===== src/design/gdr_pkg.sv =====
package gdr_pkg;

	localparam int MAP_BITS   = 5;
	localparam int MAP_SIZE   = 1 << MAP_BITS;
	localparam int FRAC_BITS  = 16;
	localparam int ANGLE_BITS = 12;
	localparam int POS_W      = MAP_BITS + FRAC_BITS;
	localparam int CELL_W     = 8;
	localparam int ADDR_W     = 2 * MAP_BITS;
	localparam int QTR_BITS   = ANGLE_BITS - 2;
	localparam int QTR        = 1 << QTR_BITS;
	localparam int MAG_W      = FRAC_BITS + 1;
	localparam int DIV_STEPS  = 2 * FRAC_BITS + 1;
	localparam int DELTA_W    = 2 * FRAC_BITS + 2;
	localparam int SD_W       = DELTA_W + 7;
	localparam int CAP_BITS   = 38;
	localparam int WALK_MAX   = 2 * MAP_SIZE + 2;
	localparam int CNT_W      = $clog2(WALK_MAX + 1);
	localparam int DIST_W     = 24;
	localparam int TEX_W      = 16;
	localparam int CODE_W     = 7;
	localparam logic [63:0] HALF_PI_Q30 = 64'd1686629713;

	// request kinds
	localparam logic REQ_WRITE = 1'b0;
	localparam logic REQ_CAST  = 1'b1;

	typedef logic [MAG_W-1:0] sin_tab_t [0:QTR];

	typedef struct packed {
		logic                     req_type;
		logic [MAP_BITS-1:0]      cell_x;
		logic [MAP_BITS-1:0]      cell_y;
		logic signed [CELL_W-1:0] cell_value;
		logic [POS_W-1:0]         start_x;
		logic [POS_W-1:0]         start_y;
		logic [ANGLE_BITS-1:0]    ray_angle;
	} req_t;

	typedef struct packed {
		logic [DIST_W-1:0] hit_distance;
		logic              hit_side;
		logic [TEX_W-1:0]  texture_offset;
		logic [CODE_W-1:0] wall_code;
		logic              out_of_bounds;
	} res_t;

	typedef struct packed {
		logic clr;
		logic wr_cell;
		logic load;
		logic rom_rd_x;
		logic rom_rd_y;
		logic lat_x;
		logic lat_y;
		logic div_start;
		logic mul;
		logic side_init;
		logic walk_step;
		logic finish;
		logic tex;
	} cmd_t;

	typedef struct packed {
		logic clr_done;
		logic start_oob;
		logic div_done;
		logic leave;
		logic wall;
		logic limit;
	} stat_t;

	// quarter-wave sine by Taylor series in Q30, rounded to the fraction width
	function automatic sin_tab_t build_sin_tab();
		sin_tab_t    tab;
		logic [63:0] x, x2, sum, term, r;
		for (int q = 0; q <= QTR; q++) begin
			x = (64'(q) * HALF_PI_Q30) >> QTR_BITS;
			x2 = (x * x) >> 30;
			sum = x;
			term = x;
			for (int k = 1; k <= 6; k++) begin
				term = ((term * x2) >> 30) / 64'((2 * k) * (2 * k + 1));
				if ((k % 2) == 1) sum = (sum > term) ? sum - term : 64'd0;
				else sum = sum + term;
			end
			r = (sum + (64'd1 << (29 - FRAC_BITS))) >> (30 - FRAC_BITS);
			if (r > (64'd1 << FRAC_BITS)) r = 64'd1 << FRAC_BITS;
			tab[q] = r[MAG_W-1:0];
		end
		return tab;
	endfunction

	localparam sin_tab_t SIN_TAB = build_sin_tab();

endpackage


===== src/design/gdr_ctrl.sv =====
module gdr_ctrl (
	input  logic            clk,
	input  logic            arst_n,
	input  logic            start,
	input  logic            req_type,
	input  gdr_pkg::stat_t  st,
	output gdr_pkg::cmd_t   cmd,
	output logic            busy,
	output logic            res_valid
);

	localparam logic [3:0] ST_CLR  = 4'd0;
	localparam logic [3:0] ST_IDLE = 4'd1;
	localparam logic [3:0] ST_SIN0 = 4'd2;
	localparam logic [3:0] ST_SIN1 = 4'd3;
	localparam logic [3:0] ST_SIN2 = 4'd4;
	localparam logic [3:0] ST_DIV  = 4'd5;
	localparam logic [3:0] ST_DIVW = 4'd6;
	localparam logic [3:0] ST_MUL  = 4'd7;
	localparam logic [3:0] ST_SIDE = 4'd8;
	localparam logic [3:0] ST_STEP = 4'd9;
	localparam logic [3:0] ST_TEST = 4'd10;
	localparam logic [3:0] ST_TEX  = 4'd11;
	localparam logic [3:0] ST_OUT  = 4'd12;

	logic [3:0] state_q, state_d;

	// sequence one request through the datapath
	always_comb begin
		state_d = state_q;
		cmd     = '0;
		case (state_q)
			ST_CLR: begin
				cmd.clr = 1'b1;
				if (st.clr_done) state_d = ST_IDLE;
			end
			ST_IDLE: begin
				if (start) begin
					if (req_type == gdr_pkg::REQ_CAST) begin
						cmd.load = 1'b1;
						state_d  = ST_SIN0;
					end else begin
						cmd.wr_cell = 1'b1;
					end
				end
			end
			ST_SIN0: begin
				if (st.start_oob) begin
					state_d = ST_OUT;
				end else begin
					cmd.rom_rd_x = 1'b1;
					state_d      = ST_SIN1;
				end
			end
			ST_SIN1: begin
				cmd.rom_rd_y = 1'b1;
				cmd.lat_x    = 1'b1;
				state_d      = ST_SIN2;
			end
			ST_SIN2: begin
				cmd.lat_y = 1'b1;
				state_d   = ST_DIV;
			end
			ST_DIV: begin
				cmd.div_start = 1'b1;
				state_d       = ST_DIVW;
			end
			ST_DIVW: begin
				if (st.div_done) state_d = ST_MUL;
			end
			ST_MUL: begin
				cmd.mul = 1'b1;
				state_d = ST_SIDE;
			end
			ST_SIDE: begin
				cmd.side_init = 1'b1;
				state_d       = ST_STEP;
			end
			ST_STEP: begin
				cmd.walk_step = 1'b1;
				state_d       = ST_TEST;
			end
			ST_TEST: begin
				if (st.leave || st.wall || st.limit) begin
					cmd.finish = 1'b1;
					state_d    = ST_TEX;
				end else begin
					state_d = ST_STEP;
				end
			end
			ST_TEX: begin
				cmd.tex = 1'b1;
				state_d = ST_OUT;
			end
			ST_OUT: begin
				state_d = ST_IDLE;
			end
			default: begin
				state_d = ST_IDLE;
			end
		endcase
	end

	always_ff @(posedge clk or negedge arst_n) begin
		if (!arst_n) begin
			state_q <= ST_CLR;
		end else begin
			state_q <= state_d;
		end
	end

	assign busy      = (state_q != ST_IDLE);
	assign res_valid = (state_q == ST_OUT);

	a_out_once: assert property (@(posedge clk) disable iff (!arst_n)
		res_valid |=> !res_valid)
		else $error("result beat repeated");

	a_div_wait: assert property (@(posedge clk) disable iff (!arst_n)
		(state_q == ST_DIVW && !st.div_done) |=> (state_q == ST_DIVW))
		else $error("left divide wait before quotients were ready");

	a_write_idle: assert property (@(posedge clk) disable iff (!arst_n)
		cmd.wr_cell |=> (state_q == ST_IDLE))
		else $error("cell write left idle");

endmodule


===== config.mk =====
export PLATFORM = sky130hd
export DESIGN_NAME = gdr_ctrl
export DESIGN_NICKNAME = d
export VERILOG_FILES = /design/src/design/gdr_pkg.sv /design/src/design/gdr_ctrl.sv
export SDC_FILE = /design/constraint.sdc
export NUM_CORES = 1
export LEC_CHECK = 0
export BUFFER_PORTS_ARGS = -buffer_cell sky130_fd_sc_hd__buf_2
export CELL_PAD_IN_SITES_DETAIL_PLACEMENT = 1
export CELL_PAD_IN_SITES_GLOBAL_PLACEMENT = 2
export CORE_UTILIZATION = 21
export DETAILED_ROUTE_END_ITERATION = 10
export GPL_ROUTABILITY_DRIVEN = 0
export PLACE_DENSITY_LB_ADDON = 0.1
export SETUP_SLACK_MARGIN = 0.05
export SLEW_MARGIN = 40
export SYNTH_ARGS = -nofsm -noshare
export SYNTH_HDL_FRONTEND = slang
export SYNTH_SLANG_ARGS = --single-unit

===== constraint.sdc =====
create_clock -name clk -period 2.8 [get_ports clk]
set_clock_uncertainty 0.05 [all_clocks]
set_input_delay 0.42 -clock clk [delete_from_list [all_inputs] [get_ports clk]]
set_output_delay 0.42 -clock clk [all_outputs]
set_load 0.1 [all_outputs]

==> impl_metrics.tcl, run 1 <==
set metrics [dict create \
    tritoncts "yes" \
    antenna_found_initial 0 \
    rows 15 \
    reg_top3 "state_q x4" \
    period_share_pct 84.9 \
    io_pins 25 \
    die_y_um 45.9 \
    largest-register "state_q" \
    grt_start_max_net_pins 15 \
    cp-start-kind "flop" \
    holdWs_ns 0.414 \
    antenna-diode-count 0 \
    io_buffers 24 \
    syn_avg_cell_area_um2 7.11 \
    dp_slack_ns 0.657 \
    path_class "flop to primary output" \
    async_flop_share_pct 100 \
    drcViolationCount 0 \
    synthDistinctLibCells 25 \
    outcome "completed" \
    start_util_pct 23.0 \
    setup_viol 0 \
    cts_sinks 4 \
    fin_ws_ns 0.424 \
    synth_fp_nets 67 \
    synth_area_leaders "dfrtp_1 25%, nor3_1 7.4%, nand2_1 6.5%" \
    drtPass1Iterations 2 \
    tightest_slew_ns 0.515 \
    synth_top_area_share_pct 24.7 \
    use_met1_pct 17.3 \
    largest_register_ffs 4 \
    worst_skew_pair.late_latency_ns 0.24 \
    cp.arrival_ns 1.91 \
    hold_violations 0 \
    gr-total-overflow 0 \
    fp.dieW_um 45.9 \
    grt_usage_pct 13.0 \
    max_freq_mhz 421 \
    num_vias 476 \
    use_met3_pct 1.59 \
    drtIter0Drc 8 \
    critical_path.max_fanout 13 \
    clock-root-buffer "clkbuf_4" \
    yosysTopAreaCell "dfrtp_1" \
    core_um2 1760 \
    die_area_um2 2110 \
    ys_seq_elements 4 \
    finalMaxSlewViolations 0 \
    cp.required_ns 2.33 \
    grt-busiest-layer "met2" \
    end_kind "primary output" \
    ys.flop_type "dfrtp_1" \
    nets 92 \
    synthesis.area_um2 405 \
    drive_gt1_share_pct 46.3 \
    slew_headroom_pct 65.7 \
    fillers 250 \
    routed_wl_mm 1.24 \
    routed_via_density 4.53 \
    place_inst 101 \
    routedWlPerCell_um 11.8 \
    synth-edff-count 0 \
    met2_usage_pct 19.2 \
    rsz0062_at_grt "no" \
    cts.clk_slew.worst_paths_ns 0.04 \
    hold_class "input pin to flop" \
    fin_crit_ns 2.38 \
    ys_warn_count 0 \
    multiInputGateArea_um2 299 \
    cts_buffers 3 \
    synth_seq_area_share_pct 24.7 \
    r2r_slack_ns 1.20 \
    maxCapViolations 0 \
    cts_buffer_depth 2 \
    grt_pass1_vias 414 \
    instances_no_fill 105 \
    ant_nets 0 \
    syn_inst 57 \
    place_hpwl_um 920 \
    final-seq-area_um2 100 \
    grt_pass1_wl_mm 1.93 \
    synthToLayoutAreaGrowth_pct 45.7 \
    htree_levels 1 \
]
==> critical path, stage by stage, from the launching register on <==
cell and delay (ns):
dfrtp_1 0.65, nor4b_2 0.41, and3_1 0.20, buf_2 0.42
==> Yosys cell counts (2+ instances only) <==
| cell type | n |
|---|---|
| nor3_1 | 6 |
| or3_1 | 2 |
| a21oi_1 | 2 |
| o21ai_0 | 3 |
| nand2_1 | 7 |
| nor2_1 | 6 |
| buf_2 | 2 |
| a21boi_1 | 2 |
| nor2b_1 | 2 |
| nor4_1 | 3 |
| buf_4 | 2 |
| dfrtp_1 | 4 |
| nand2b_1 | 4 |
==> cell usage in the layout, fill, tap and decap left out, types with 2 or more instances in the layout <==
master    Yosys  final
nor2b_1       2      2
or3_1         2      2
nand2_1       7      7
nor3_2        0      5
buf_2         2     24
clkbuf_4      0      3
a21boi_1      2      2
nor2_1        6      6
nor4_2        0      2
nand2b_1      4      4
o21ai_0       3      3
a21oi_1       2      2
dfrtp_1       4      4
==> worst paths after layout <==
kind,startpoint,endpoint,cells past startpoint
worst max-delay path,state_q[0],cmd[10],3
max in group asynchronous,arst_n,state_q[0],2
worst min register to register,state_q[3],state_q[2],1
min in group asynchronous,arst_n,state_q[2],2
worst max register to register,state_q[1],state_q[1],4
worst min-delay path,st[3],state_q[1],3
==> timing repair <==
item                                   4_1_cts  5_1_grt
resized for setup                            0        0
setup buffers                                0        0
endpoints found under the hold margin        4        0
hold buffers                                 1        0
==> final cells by class <==
cell class,count,area share [%]
clock buffers,3,3.81
inverters,2,1.27
multi-input cells,46,50.6
flip-flops and latches,4,16.9
well taps,25,5.30
repair buffers,25,22.0
==> cell families after synthesis <==
family	count (synthesis)	share of synthesized area, %
buf+inv	7	10.8
flops	4	24.7
compound gates	12	19.4
simple gates	34	45.1
==> routing by layer <==
metal  up-vias  part of all wire, %
li1        246                    -
met1       213                   48
met2        15                   45
met3         2                  5.7
met4         0                  1.1
met5         -                    0
==> stage by stage <==
| step | utilization [%] | area (µm²) | TNS [ns] |
|---|---|---|---|
| detailed placement | 31.6 | 558 | 0 |
| CTS | 33.5 | 591 | 0 |
| global route | 33.5 | 591 | 0 |
| finish | 33.5 | 591 | 0 |
| global placement | 31.6 | 558 | 0 |
| floorplan | - | 443 | -0.0705 |
Power of run 1 is left out: the tool's default activity adds up to more than one toggle a clock period on the data nets, which glitch-free logic cannot reach.
==> run 2: changes to the inputs <==
- CORE_UTILIZATION: 21 -> 19
- clock period: 2.8 -> 2.2 ns (I/O delays scaled with it)
==> impl_metrics.tcl, run 2 (synthesis results as in run 1) <==
set metrics [dict create \
    cp.required_ns 1.82 \
    tightest_slew_ns 0.483 \
    grt_pass1_wl_mm 2.17 \
    cts_buffers 3 \
    worst_skew_pair.late_latency_ns 0.24 \
    cts.clk_slew.worst_paths_ns 0.04 \
    grt_usage_pct 14.0 \
    final_cell_mix "12 x buf_2, 12 x buf_12, 7 x nand2_1" \
    critical_path.max_fanout 8 \
    nets 97 \
    die_area_um2 2320 \
    routed_wl_mm 1.36 \
    drcViolationCount 0 \
    place_inst 108 \
    holdWs_ns 0.323 \
    max_freq_mhz 485 \
    largest-register "state_q" \
    start_util_pct 20.5 \
    finalMaxSlewViolations 0 \
    tritoncts "yes" \
    drtPass1Iterations 3 \
    hp-start "st[3]" \
    outcome "completed" \
    critical_path.reg2reg.startpoint "state_q[3]" \
    rows 16 \
    post_cts_buffers 0 \
    io_pins 25 \
    reg_top3 "state_q x4" \
    drtIter0Drc 1 \
    largest_register_ffs 4 \
    num_vias 523 \
    slew_headroom_pct 68.0 \
    end_kind "primary output" \
    place_hpwl_mm 1.09 \
    synthToLayoutAreaGrowth_pct 108 \
    core_um2 1980 \
    fin_util_pct 42.6 \
    hold_violations 0 \
    cp.arrival_ns 1.68 \
    antenna-diode-count 0 \
    setup_viol 0 \
    instances_no_fill 112 \
    grt_start_max_net_pins 13 \
    cts_sinks 4 \
    routedWlPerCell_um 12.2 \
    htree_levels 1 \
    maxCapViolations 0 \
    io_buffers 24 \
    cp-start-kind "flop" \
    cts_buffer_depth 2 \
    gr-total-overflow 0 \
    period_share_pct 93.8 \
    reg2reg_to "state_q[1]" \
    clock-root-buffer "clkbuf_4" \
    rsz0062_at_grt "yes" \
    drive_gt1_share_pct 55.3 \
    fin_crit_ns 2.06 \
    setup_tns_ns 0 \
    grt_pass1_vias 497 \
    ant_nets 0 \
    antenna_found_initial 0 \
    r2r_slack_ns 0.53 \
    worstSetupEndpoint "cmd[6]" \
    die_y_um 48.2 \
    path_class "flop to primary output" \
    startpoint "state_q[3]" \
    fp.dieW_um 48.2 \
    hold_class "input pin to flop" \
    routed_via_density 4.67 \
    reg2regPathDepth 4 \
]
-- run 2: cell count changes in the layout (fill, tap and decap cells not counted), sizes merged --
cell,previous run,this run
buf,24,29
-- run 2: worst min path at each step --
| stage | end | slack [ns] | cells past startpoint |
|---|---|---|---|
| CTS | state_q[1] | 0.32 | 3 |
| floorplan | state_q[0] | -0.02 | 0 |
| finish | state_q[1] | 0.32 | 3 |
| global placement | state_q[3] | 0.09 | 1 |
| detailed placement | state_q[0] | 0.09 | 1 |
| global route | state_q[1] | 0.33 | 3 |
-- run 2: area by class of cell --
| class | count | area (µm²) |
|---|---|---|
| Fill cell | 225 | 1140 |
| Sequential cell | 4 | 100 |
| Clock buffer | 3 | 22.5 |
| Timing Repair Buffer | 30 | 348 |
| Multi-Input combinational cell | 46 | 333 |
| Tap cell | 27 | 33.8 |
| Inverter | 2 | 7.51 |
-- run 2: critical path, stage by stage (launching register included) --
cell	delay, ns
dfrtp_1	0.50
buf_4	0.23
nand2b_1	0.26
nor3_2	0.25
buf_12	0.21
-- run 2: repair_timing --
action | 4_1_cts | 5_1_grt
endpoints found under the setup margin | 0 | 2
hold endpoints to repair | 4 | 0
hold buffers | 1 | 0
resized for setup | 0 | 0
-- run 2: per-layer routing --
metal | global-route usage, % | wire (µm) | up-vias
li1 | - | - | 255
met1 | 16.4 | 605 | 248
met2 | 23.5 | 681 | 18
met3 | 4.81 | 60 | 2
met4 | 5.00 | 17 | 0
met5 | 0 | 0 | -
-- run 2: metrics by stage --
step | setup WS [ns] | area, µm²
global route | 0.0382 | 845
global placement | 0.355 | 812
floorplan | -0.485 | 492
finish | 0.137 | 845
CTS | 0.0992 | 845
detailed placement | 0.383 | 812
Power of run 2 is left out for the same reason.
